<file path="src/design/esd_pkg.sv">
package esd_pkg;

	typedef enum logic [2:0] {
		ST_OK        = 3'd0,
		ST_BAD_CHAR  = 3'd1,
		ST_BAD_ESC   = 3'd2,
		ST_OCT_COUNT = 3'd3,
		ST_BAD_OCT   = 3'd4
	} status_t;

	typedef enum logic [2:0] {
		PH_NORMAL = 3'd0,
		PH_ESC    = 3'd1,
		PH_OCT1   = 3'd2,
		PH_OCT2   = 3'd3,
		PH_CHECK  = 3'd4
	} phase_t;

	localparam logic [7:0] CH_BSLASH = 8'h5C;
	localparam logic [7:0] CH_SQUOTE = 8'h27;
	localparam logic [7:0] CH_DQUOTE = 8'h22;
	localparam logic [7:0] CH_N      = 8'h6E;
	localparam logic [7:0] CH_T      = 8'h74;
	localparam logic [7:0] CH_R      = 8'h72;
	localparam logic [7:0] CH_LF     = 8'h0A;
	localparam logic [7:0] CH_TAB    = 8'h09;
	localparam logic [7:0] CH_CR     = 8'h0D;

	typedef struct packed {
		logic [7:0] char_in;
		logic       quoted;
		logic       last;
	} item_t;

	typedef struct packed {
		logic       valid;
		logic [7:0] char_out;
		logic       char_valid;
		logic       done;
		status_t    status;
	} res_t;

	function automatic logic is_digit(input logic [7:0] c);
		return (c >= 8'h30) && (c <= 8'h39);
	endfunction

	function automatic logic plain_ok(input logic [7:0] c);
		logic intl;
		case (c)
			8'h83, 8'h8A, 8'h8C, 8'h8E, 8'h9A, 8'h9C, 8'h9E, 8'h9F,
			8'hAA, 8'hB2, 8'hB3, 8'hB9, 8'hBA: intl = 1'b1;
			default: intl = ((c >= 8'hC0) && (c <= 8'hD6)) || ((c >= 8'hD8) && (c <= 8'hF6))
				|| (c >= 8'hF8);
		endcase
		return is_digit(c) || ((c >= 8'h41) && (c <= 8'h5A)) || ((c >= 8'h61) && (c <= 8'h7A))
			|| intl;
	endfunction

	function automatic logic quoted_ok(input logic [7:0] c);
		return (c != 8'h00) && (c != 8'h81) && (c != 8'h8D) && (c != 8'h8F)
			&& (c != 8'h90) && (c != 8'h9D);
	endfunction

endpackage

</file>
<file path="src/design/esd_core.sv">
module esd_core (
	input  logic           clk,
	input  logic           arst_n,
	input  logic           fire,
	input  esd_pkg::item_t item,
	output esd_pkg::res_t  res
);

	logic               in_string_q;
	logic               quoted_mode_q;
	esd_pkg::phase_t    phase_q;
	logic [8:0]         oval_q;
	logic               obad_q;
	esd_pkg::status_t   ferr_q;

	logic               qm;
	esd_pkg::phase_t    ph;
	logic [8:0]         ov;
	logic               ob;
	esd_pkg::status_t   fe;
	esd_pkg::status_t   err;
	logic               emit;
	logic [7:0]         ch;
	logic [8:0]         ov_sum;
	logic [7:0]         c;

	assign c = item.char_in;
	assign ov_sum = {oval_q[5:0], 3'b000} + {5'd0, c[3:0]};

	always_comb begin
		qm   = in_string_q ? quoted_mode_q : item.quoted;
		ph   = in_string_q ? phase_q : esd_pkg::PH_NORMAL;
		ov   = in_string_q ? oval_q : 9'd0;
		ob   = in_string_q ? obad_q : 1'b0;
		fe   = in_string_q ? ferr_q : esd_pkg::ST_OK;
		err  = esd_pkg::ST_OK;
		emit = 1'b0;
		ch   = 8'd0;
		if (fe == esd_pkg::ST_OK) begin
			if (!qm) begin
				if (esd_pkg::plain_ok(c)) begin
					emit = 1'b1;
					ch   = c;
				end else begin
					err = esd_pkg::ST_BAD_CHAR;
				end
			end else begin
				if (ph == esd_pkg::PH_CHECK) begin
					if (esd_pkg::is_digit(c)) err = esd_pkg::ST_OCT_COUNT;
					else if (ob) err = esd_pkg::ST_BAD_OCT;
					else ph = esd_pkg::PH_NORMAL;
				end
				if (err == esd_pkg::ST_OK) begin
					case (ph)
						esd_pkg::PH_NORMAL: begin
							if (c == esd_pkg::CH_BSLASH) begin
								if (item.last) err = esd_pkg::ST_BAD_ESC;
								else ph = esd_pkg::PH_ESC;
							end else if (esd_pkg::quoted_ok(c)) begin
								emit = 1'b1;
								ch   = c;
							end else begin
								err = esd_pkg::ST_BAD_CHAR;
							end
						end
						esd_pkg::PH_ESC: begin
							if (esd_pkg::is_digit(c)) begin
								ob = c[3];
								ov = {5'd0, c[3:0]};
								ph = esd_pkg::PH_OCT1;
								if (item.last) err = esd_pkg::ST_OCT_COUNT;
							end else begin
								ph = esd_pkg::PH_NORMAL;
								case (c)
									esd_pkg::CH_N: begin
										ch = esd_pkg::CH_LF;
										emit = 1'b1;
									end
									esd_pkg::CH_T: begin
										ch = esd_pkg::CH_TAB;
										emit = 1'b1;
									end
									esd_pkg::CH_R: begin
										ch = esd_pkg::CH_CR;
										emit = 1'b1;
									end
									esd_pkg::CH_BSLASH, esd_pkg::CH_SQUOTE,
									esd_pkg::CH_DQUOTE: begin
										ch = c;
										emit = 1'b1;
									end
									default: err = esd_pkg::ST_BAD_ESC;
								endcase
							end
						end
						esd_pkg::PH_OCT1: begin
							if (esd_pkg::is_digit(c)) begin
								ob = ob | c[3];
								ov = ov_sum;
								ph = esd_pkg::PH_OCT2;
								if (item.last) err = esd_pkg::ST_OCT_COUNT;
							end else begin
								err = esd_pkg::ST_OCT_COUNT;
							end
						end
						esd_pkg::PH_OCT2: begin
							if (esd_pkg::is_digit(c)) begin
								ob = ob | c[3];
								ov = ov_sum;
								if (ob || ov[8] || (ov == 9'd0) || !esd_pkg::quoted_ok(ov[7:0]))
								begin
									ob = 1'b1;
									if (item.last) err = esd_pkg::ST_BAD_OCT;
								end else begin
									emit = 1'b1;
									ch   = ov[7:0];
								end
								ph = esd_pkg::PH_CHECK;
							end else begin
								err = esd_pkg::ST_OCT_COUNT;
							end
						end
						default: ph = esd_pkg::PH_NORMAL;
					endcase
				end
			end
			if (err != esd_pkg::ST_OK) fe = err;
		end

		res.valid      = emit | item.last;
		res.char_out   = ch;
		res.char_valid = emit;
		res.done       = item.last;
		res.status     = item.last ? fe : esd_pkg::ST_OK;
	end

	always_ff @(posedge clk or negedge arst_n) begin
		if (!arst_n) begin
			in_string_q   <= 1'b0;
			quoted_mode_q <= 1'b0;
			phase_q       <= esd_pkg::PH_NORMAL;
			oval_q        <= 9'd0;
			obad_q        <= 1'b0;
			ferr_q        <= esd_pkg::ST_OK;
		end else if (fire) begin
			in_string_q   <= !item.last;
			quoted_mode_q <= qm;
			ferr_q        <= fe;
			if (item.last) begin
				phase_q <= esd_pkg::PH_NORMAL;
				oval_q  <= 9'd0;
				obad_q  <= 1'b0;
			end else begin
				phase_q <= ph;
				oval_q  <= ov;
				obad_q  <= ob;
			end
		end
	end

endmodule

</file>
<file path="src/design/escape_sequence_decoder_unit.sv">
// channel  dir  tdata                                tuser          tlast
// s_axis   in   [7:0] char_in                        [0] quoted     last
// m_axis   out  [7:0] char_out, [10:8] status        [0] char_valid done_res
//
// One byte per cycle sustained while the output is not stalled. A transfer is
// registered at the input, decoded against the string state and lands in the
// output register. Bytes that give no result (escape prefix, leading octal
// digits, dropped bytes) leave no output.
// Reset clears string state and both valid flags. A stalled output holds the
// input stage, and s_axis_tready falls only when both registers are full.
module escape_sequence_decoder_unit (
	input  logic        clk,
	input  logic        arst_n,
	input  logic        s_axis_tvalid,
	output logic        s_axis_tready,
	input  logic [7:0]  s_axis_tdata,   // [7:0] char_in
	input  logic [0:0]  s_axis_tuser,   // [0] quoted
	input  logic        s_axis_tlast,
	output logic        m_axis_tvalid,
	input  logic        m_axis_tready,
	output logic [15:0] m_axis_tdata,   // [7:0] char_out, [10:8] status, rest zero
	output logic [0:0]  m_axis_tuser,   // [0] char_valid
	output logic        m_axis_tlast
);

	logic           valid_s1;
	esd_pkg::item_t item_s1;
	esd_pkg::res_t  res;
	logic           out_free;
	logic           advance;
	logic           s_fire;

	assign out_free      = !m_axis_tvalid || m_axis_tready;
	assign advance       = valid_s1 && out_free;
	assign s_axis_tready = !valid_s1 || out_free;
	assign s_fire        = s_axis_tvalid && s_axis_tready;

	always_ff @(posedge clk or negedge arst_n) begin
		if (!arst_n) begin
			valid_s1 <= 1'b0;
		end else begin
			valid_s1 <= s_fire || (valid_s1 && !out_free);
		end
	end

	always_ff @(posedge clk) begin
		if (s_fire) begin
			item_s1.char_in <= s_axis_tdata;
			item_s1.quoted  <= s_axis_tuser[0];
			item_s1.last    <= s_axis_tlast;
		end
	end

	esd_core u_core (
		.clk    (clk),
		.arst_n (arst_n),
		.fire   (advance),
		.item   (item_s1),
		.res    (res)
	);

	always_ff @(posedge clk or negedge arst_n) begin
		if (!arst_n) begin
			m_axis_tvalid <= 1'b0;
		end else if (out_free) begin
			m_axis_tvalid <= valid_s1 && res.valid;
		end
	end

	always_ff @(posedge clk) begin
		if (advance && res.valid) begin
			m_axis_tdata <= {5'd0, res.status, res.char_out};
			m_axis_tuser <= res.char_valid;
			m_axis_tlast <= res.done;
		end
	end

endmodule

</file>
<file path="config.mk">
export PLATFORM = sky130hd
export DESIGN_NAME = escape_sequence_decoder_unit
export DESIGN_NICKNAME = d
export VERILOG_FILES = /design/src/design/esd_pkg.sv /design/src/design/esd_core.sv /design/src/design/escape_sequence_decoder_unit.sv
export SDC_FILE = /design/constraint.sdc
export NUM_CORES = 1
export LEC_CHECK = 0
export ABC_AREA = 1
export BUFFER_PORTS_ARGS = -buffer_cell sky130_fd_sc_hd__buf_2
export CAP_MARGIN = 20
export CORE_MARGIN = 4
export CORE_UTILIZATION = 56
export DETAILED_ROUTE_END_ITERATION = 10
export PLACE_DENSITY = 0.88
export SLEW_MARGIN = 40
export SYNTH_ARGS = -nofsm -noshare
export SYNTH_HDL_FRONTEND = slang
export SYNTH_SLANG_ARGS = --single-unit
</file>
<file path="constraint.sdc">
create_clock -name clk -period 6.95 [get_ports clk]
set_clock_uncertainty 0.1 [all_clocks]
set_input_delay 0.3475 -clock clk [delete_from_list [all_inputs] [get_ports clk]]
set_output_delay 0.3475 -clock clk [all_outputs]
set_load 0.05 [all_outputs]
</file>
==> impl_metrics.yaml, run 1 <==
placement:
  dp_hpwl_um: 5180
  place_area_um2: 2980
  gp_congestion: 0.999
  place_ws_ns: 3.96
  io_buffers: 28
die:
  io_pins: 34
  die_area_um2: 6260
  die_y_um: 79.1
  die_x_um: 79.1
  initial_core_util_pct: 58.8
  core_um2: 4820
  rows: 25
timing:
  tns_ns: 0
  hold_slack_ns: 0.117
  relSlewSlack_pct: 57.5
  finalWorstSetupSlack_ns: 3.92
  worst_pin_slew_ns: 0.637
  rsz0062_at_grt: "false"
  slew_violations: 0
  max_freq_ghz: 0.330
  setup_violations: 0
  period_share_pct: 43.6
  finalHoldViolations: 0
  min_period_ns: 3.03
synthesis:
  synthDistinctLibCells: 39
  yosysSeqAreaShare_pct: 39.4
  synth_area_per_cell_um2: 7.08
  ys_ff_latch: 40
  ys.warnings.count: 0
  synthCells: 400
  syn-cell-area_um2: 2830
clocking:
  clk_latency_ns: 0.30
  clock-sinks: 40
  cts_buffers: 5
  htreeDepth: 2
  post_cts_buffers: 0
  clk_pin_slew_ns: 0.08
  cts.repair.resized: 0
  clk_path_buf_depth: 2
  root_buffer: "clkbuf_8"
  cts_tree: "yes"
pwr:
  clock_power_share_pct: 21.9
  power_frac_seq_pct: 39.4
  p_int_mw: 0.492
  fin_total_pwr_mw: 0.853
  ir_drop_uv: 128
  p_leak_nw: 1.55
  switching_power_mw: 0.362
  swShare_pct: 42.4
  comb_power_share_pct: 38.7
  power_density_nw_per_um2: 275
job:
  maxCapViolations: 0
grt:
  grt-ovfl-total: 0
  grt_max_degree: 18
  antenna_found_initial: 0
  grt_util_all_layers_pct: 22.4
  grt_pass1_wl_um: 11200
  grt_pass1_vias: 2544
layout:
  nNetsFinal: 443
  post-route-cell-area_um2: 3100
  final_cell_mix: "nand2_1, inv_1, nor2_1"
  drive_gt1_share_pct: 15.2
  final_common_cell: "nand2_1"
  fillers: 425
  syn_to_final_growth_pct: 9.50
  antennaDiodeCount: 0
detailed_routing:
  ant_nets: 0
  num_vias: 2736
  vias_per_cell: 5.53
  first_pass_iters: 5
  avgRoutedWirePerCell_um: 13.4
  drtIter0Drc: 397
  drc_errors: 0
  wl_um: 6640
worst_setup_path:
  crit_type: "flop to flop"
  arrival_ns: 2.86
  crit_path_start_kind: "flop"
  crit_path_max_incr_delay_ns: 0.58
  endpoint_kind: "flop"
  cp_slowest_cell: "edfxtp_1"
  cp_max_fo: 13
  crit_chain: "ha_1 > ha_1 > nand3_1 > xor2_1 > nor2_1 > nand2_1 > nand3_2 > nand4_1 > nand2_1 > a21oi_2"
  crit_required_ns: 6.78
run_status:
  status: "finished clean"
hold_path:
  hp-class: "primary input to flop"
==> what timing repair did <==
item,4_1_cts,5_1_grt
hold buffers,1,0
hold endpoints to repair,17,0
endpoints found under the setup margin,0,0
==> synth_stat cells <==
master / number / area share (%)
o21ai_0: 21 / 3.7
dfrtp_1: 17 / 15
a32o_1: 1 / 0.35
nand4_1: 6 / 1.3
xor2_1: 2 / 0.62
clkinv_1: 1 / 0.13
o31ai_1: 2 / 0.53
a31oi_1: 3 / 0.66
and2_1: 1 / 0.22
buf_2: 3 / 0.53
nor3_1: 5 / 0.88
buf_4: 6 / 1.6
nand3b_1: 1 / 0.27
o211ai_1: 2 / 0.53
nand2_4: 4 / 1.6
clkbuf_1: 2 / 0.27
inv_1: 52 / 6.9
ha_1: 2 / 0.88
o32ai_1: 1 / 0.31
nand2_1: 121 / 16
xnor2_1: 1 / 0.31
nor2_4: 3 / 1.2
buf_6: 2 / 0.80
o22ai_1: 4 / 0.88
o311ai_0: 1 / 0.31
nor2_1: 38 / 5.0
o21ai_2: 2 / 0.62
conb_1: 1 / 0.13
nand2_2: 8 / 1.8
nand3_1: 30 / 5.3
inv_2: 4 / 0.53
edfxtp_1: 23 / 24
o21ai_1: 1 / 0.18
a21oi_1: 19 / 3.4
a21oi_4: 1 / 0.57
nor2_2: 6 / 1.3
nand3_2: 1 / 0.35
o41ai_1: 1 / 0.31
or2_2: 1 / 0.22
==> cells by family after synthesis <==
group | synth area share, %
xor gates and xnor gates | 0.929
AOI/OAI and AO/OA | 12.3
and+or+nand+nor | 35.5
adders and majority gates | 0.884
buffers and inverters | 10.7
DFF | 39.4
other | 0.132
==> layer usage <==
metal / share of wire, % / global-route usage (%) / up-vias
met4: 2.2 / 8.08 / 0
li1: - / - / 1345
met5: 0 / 0 / -
met2: 46 / 37.5 / 129
met3: 8.3 / 4.42 / 15
met1: 44 / 28.9 / 1247
==> stage by stage <==
stage | std cells | utilization (%)
after floorplan | 404 | -
after global placement | 486 | 61.8
after detailed placement | 486 | 61.9
after CTS | 495 | 64.3
after global routing | 495 | 64.3
final | 495 | 64.3
==> critical path, delay by kind of cell (launching register included) <==
kind / cells / cell delay (ns)
fa+ha+maj: 2 / 0.55
compound gates: 1 / 0.54
simple gates: 6 / 0.63
xor+xnor: 1 / 0.25
flops: 1 / 0.58
==> worst paths after layout <==
path,start,to,slack (ns),cells past startpoint
worst max-delay path,item_s1[5],m_axis_tdata[8],3.92,10
worst min register to register,u_core.ferr_q[2],u_core.ferr_q[2],0.38,2
min in group asynchronous,arst_n,u_core.phase_q[1],0.40,2
worst min-delay path,s_axis_tdata[6],item_s1[8],0.12,1
worst max register to register,item_s1[5],m_axis_tdata[8],3.92,10
max in group asynchronous,arst_n,u_core.oval_q[0],6.06,2
==> final cells by class <==
cell class / instances / area (um^2) / area share, %
inverter: 57 / 214 / 6.90
clock buffer: 5 / 68.8 / 2.22
multi-input combinational: 294 / 1430 / 46.1
sequential: 40 / 1120 / 36.0
timing repair buffer: 29 / 150 / 4.84
clock inverter: 3 / 37.5 / 1.21
tap: 67 / 83.8 / 2.70
==> power by group through the flow <==
stage | Sequential, mW | Clock, mW | Combinational (mW)
floorplan | 0.400 | 0 | 0.202
global placement | 0.339 | 0 | 0.320
detailed placement | 0.341 | 0 | 0.326
CTS | 0.336 | 0.190 | 0.328
global route | 0.340 | 0.207 | 0.361
finish | 0.336 | 0.187 | 0.331
==> state kept, by name, indices dropped and copies added (netlist names) <==
register / cells
u_core.quoted_mode_q: 1
item_s1: 10
m_axis_tdata: 11
valid_s1: 1
u_core.phase_q: 3
u_core.in_string_q: 1
u_core.ferr_q: 3
m_axis_tvalid: 1
u_core.oval_q: 6
m_axis_tuser: 1
u_core.obad_q: 1
m_axis_tlast: 1
No activity file was read; power rests on OpenSTA's default activity.
==> run 2, diff against run 1 <==
--- a/config.mk
+++ b/config.mk
@@ -5,7 +5,7 @@
 export SDC_FILE = /design/constraint.sdc
 export NUM_CORES = 1
 export LEC_CHECK = 0
-export ABC_AREA = 1
+export ABC_AREA = 0
 export BUFFER_PORTS_ARGS = -buffer_cell sky130_fd_sc_hd__buf_2
 export CAP_MARGIN = 20
 export CORE_MARGIN = 4
==> constraint.sdc (replaced) <==
create_clock -name clk -period 2.93 [get_ports clk]
set_clock_uncertainty 0.1 [all_clocks]
set_input_delay 0.1465 -clock clk [delete_from_list [all_inputs] [get_ports clk]]
set_output_delay 0.1465 -clock clk [all_outputs]
set_load 0.05 [all_outputs]
==> run 2 against run 1 <==
Critical path depth unchanged. Sequential cell count did not move. Count of clock-buffer cells in the layout is 2 higher. Cell area grew 5.5%. Clock power increased by 81%. Area after synthesis fell by 1.9%. Global-route usage increased by 2.1 points. Non-clock buffer count rose by 35. Maximum frequency up 10%. Via count is 2.0% lower. Combinational power grew 140%. Register-to-register slack got worse by 3.7 ns. Critical endpoint is now m_axis_tdata[2].
==> impl_metrics.yaml, run 2 <==
run_status:
  status: "finished clean"
die:
  io_pins: 34
  die_area_um2: 6150
  core_um2: 4750
  rows: 25
  initial_core_util_pct: 58.4
  die_y_um: 78.4
  die_x_um: 78.4
layout:
  fillers: 398
  nNetsFinal: 377
  largest_register_ffs: 11
  top_regs: "m_axis_tdata: 11 flops, item_s1: 10 flops, u_core.oval_q: 6 flops"
  final_cell_mix: "nand2_1, buf_2, o21ai_0"
  utilization_pct: 68.8
  syn_to_final_growth_pct: 17.7
  final_common_cell: "nand2_1"
  antennaDiodeCount: 0
  stdcell_count: 429
  largest_register: "m_axis_tdata"
  drive_gt1_share_pct: 22.4
  post-route-cell-area_um2: 3270
timing:
  hold_slack_ns: 0.0652
  relSlewSlack_pct: 61.9
  worst_pin_slew_ns: 0.565
  rsz0062_at_grt: "false"
  tns_ns: 0
  period_share_pct: 93.8
  min_period_ns: 2.75
  setup_violations: 0
  finalHoldViolations: 0
  slew_violations: 0
  max_freq_ghz: 0.364
  finalWorstSetupSlack_ns: 0.180
synthesis:
  synth_edf_count: 23
  yosysSeqAreaShare_pct: 40.2
  ys_ff_latch: 40
  ys.flop_type: "edfxtp_1"
  synthArstFlopShare_pct: 42.5
  synth_area_per_cell_um2: 8.96
  ys.warnings.count: 0
  synthCells: 310
  synth_top_cells_by_area: "edfxtp_1, dfrtp_1, nand2_1"
  synth_common_cells: "nand2_1, o21ai_0, edfxtp_1, a21oi_1, dfrtp_1"
  yosys.cell_count.top_type: "nand2_1"
  netlist.area_leader.share_pct: 24.9
  synth_top_area_cell: "edfxtp_1"
  synthDistinctLibCells: 68
  syn-cell-area_um2: 2780
clocking:
  root_buffer: "clkbuf_8"
  clk_pin_slew_ns: 0.07
  clk_path_buf_depth: 2
  clock-sinks: 40
  cts_buffers: 5
  clk_latency_ns: 0.29
  htreeDepth: 2
  cts_tree: "yes"
detailed_routing:
  drc_errors: 0
  num_vias: 2680
  drtIter0Drc: 293
  vias_per_cell: 6.25
  ant_nets: 0
  first_pass_iters: 5
  wl_um: 7080
  avgRoutedWirePerCell_um: 16.5
grt:
  grt_max_degree: 21
  antenna_found_initial: 0
  grt_pass1_vias: 2486
  grt_pass1_wl_um: 11900
  grt_util_all_layers_pct: 24.5
  grt-ovfl-total: 0
placement:
  io_buffers: 28
  place_area_um2: 3040
  place_ws_ns: 0.0601
  dp_hpwl_um: 5160
  gp_congestion: 0.974
  dp_cells: 408
worst_setup_path:
  reg2regPathDepth: 10
  cp_max_fo: 16
  crit_required_ns: 2.89
  crit_path_start_kind: "flop"
  arrival_ns: 2.71
  endpoint_kind: "flop"
  crit_type: "flop to flop"
pwr:
  power_density_nw_per_um2: 582
  clock_power_share_pct: 17.8
  fin_total_pwr_mw: 1.90
  switching_power_mw: 0.783
  ir_drop_uv: 354
  swShare_pct: 41.1
  power_frac_seq_pct: 39.6
  comb_power_share_pct: 42.6
  p_leak_nw: 1.28
  p_int_mw: 1.12
hold_path:
  hp-class: "primary input to flop"
  whs_path_depth: 3
job:
  maxCapViolations: 0
## run 2: cell count changes in the layout (fill, tap and decap cells not counted), moves of 6 or more
cell and delta:
nand2_2 -6, nor2_1 -23, dlygate4sd3_1 +11, and3_1 +6
nand2_1 -83, inv_1 -44, nand3_1 -17, nand2b_1 +7
buf_4 +23
## run 2: logic make-up (layout without fill, tap and decap cells)
group / count (synthesis) / after routing / share of synthesized area (%)
other cells: 1 / 5 / 0.135
simple gates: 133 / 133 / 25.8
compound gates: 96 / 96 / 24.5
fa+ha+maj: 2 / 2 / 0.901
buf+inv: 32 / 80 / 6.53
xor+xnor: 5 / 5 / 1.58
mux: 1 / 1 / 0.360
flops: 40 / 40 / 40.2
## run 2: path summary, 6_finish.rpt
path | start | endpoint | slack, ns
setup / recovery | item_s1[5] | m_axis_tdata[2] | 0.18
hold / removal | m_axis_tready | valid_s1 | 0.07
max in group asynchronous | arst_n | u_core.ferr_q[0] | 2.21
setup reg to reg | item_s1[5] | m_axis_tdata[2] | 0.18
hold reg to reg | u_core.oval_q[0] | u_core.oval_q[0] | 0.43
min in group asynchronous | arst_n | u_core.phase_q[2] | 0.22
## run 2: area by class of cell
type	instances	area [um^2]	area share, %
flip-flops and latches	40	1120	34.1
clock buffers	7	76.3	2.33
repair buffers	64	453	13.9
well taps	67	83.8	2.56
multi-input cells	242	1510	46.1
clock inverters	1	3.75	0.115
inverters	8	30.0	0.918
## run 2: power by group through the flow
stage	registers, mW	clock network [mW]	logic (mW)
after detailed placement	0.767	0	0.763
final	0.755	0.339	0.810
after CTS	0.756	0.345	0.777
after global placement	0.763	0	0.753
after floorplan	0.929	0	0.411
after global routing	0.766	0.374	0.873
## run 2: repair_timing
| action | 4_1_cts | 5_1_grt |
|---|---|---|
| setup endpoints to repair | 0 | 13 |
| hold buffers | 12 | 0 |
| gates resized for setup | 0 | 1 |
| hold endpoints to repair | 28 | 0 |
| setup buffers | 0 | 1 |
## run 2: worst max-delay path: stages, from the launching register on
cell       delay (ns)
edfxtp_1         0.40
buf_4            0.22
or3_1            0.36
a2111oi_1        0.50
a221o_1          0.23
nor2_1           0.07
nand2_2          0.10
nand3_1          0.09
a21oi_2          0.21
a21oi_4          0.08
buf_12           0.16
## run 2: metal layers
layer  vias up  GRT usage [%]  share of wire [%]
li1       1255              -                  -
met2       169           41.2                 49
met4         0           7.17                1.7
met3        23           5.05                9.5
met5         -              0                  0
met1      1233           32.0                 40
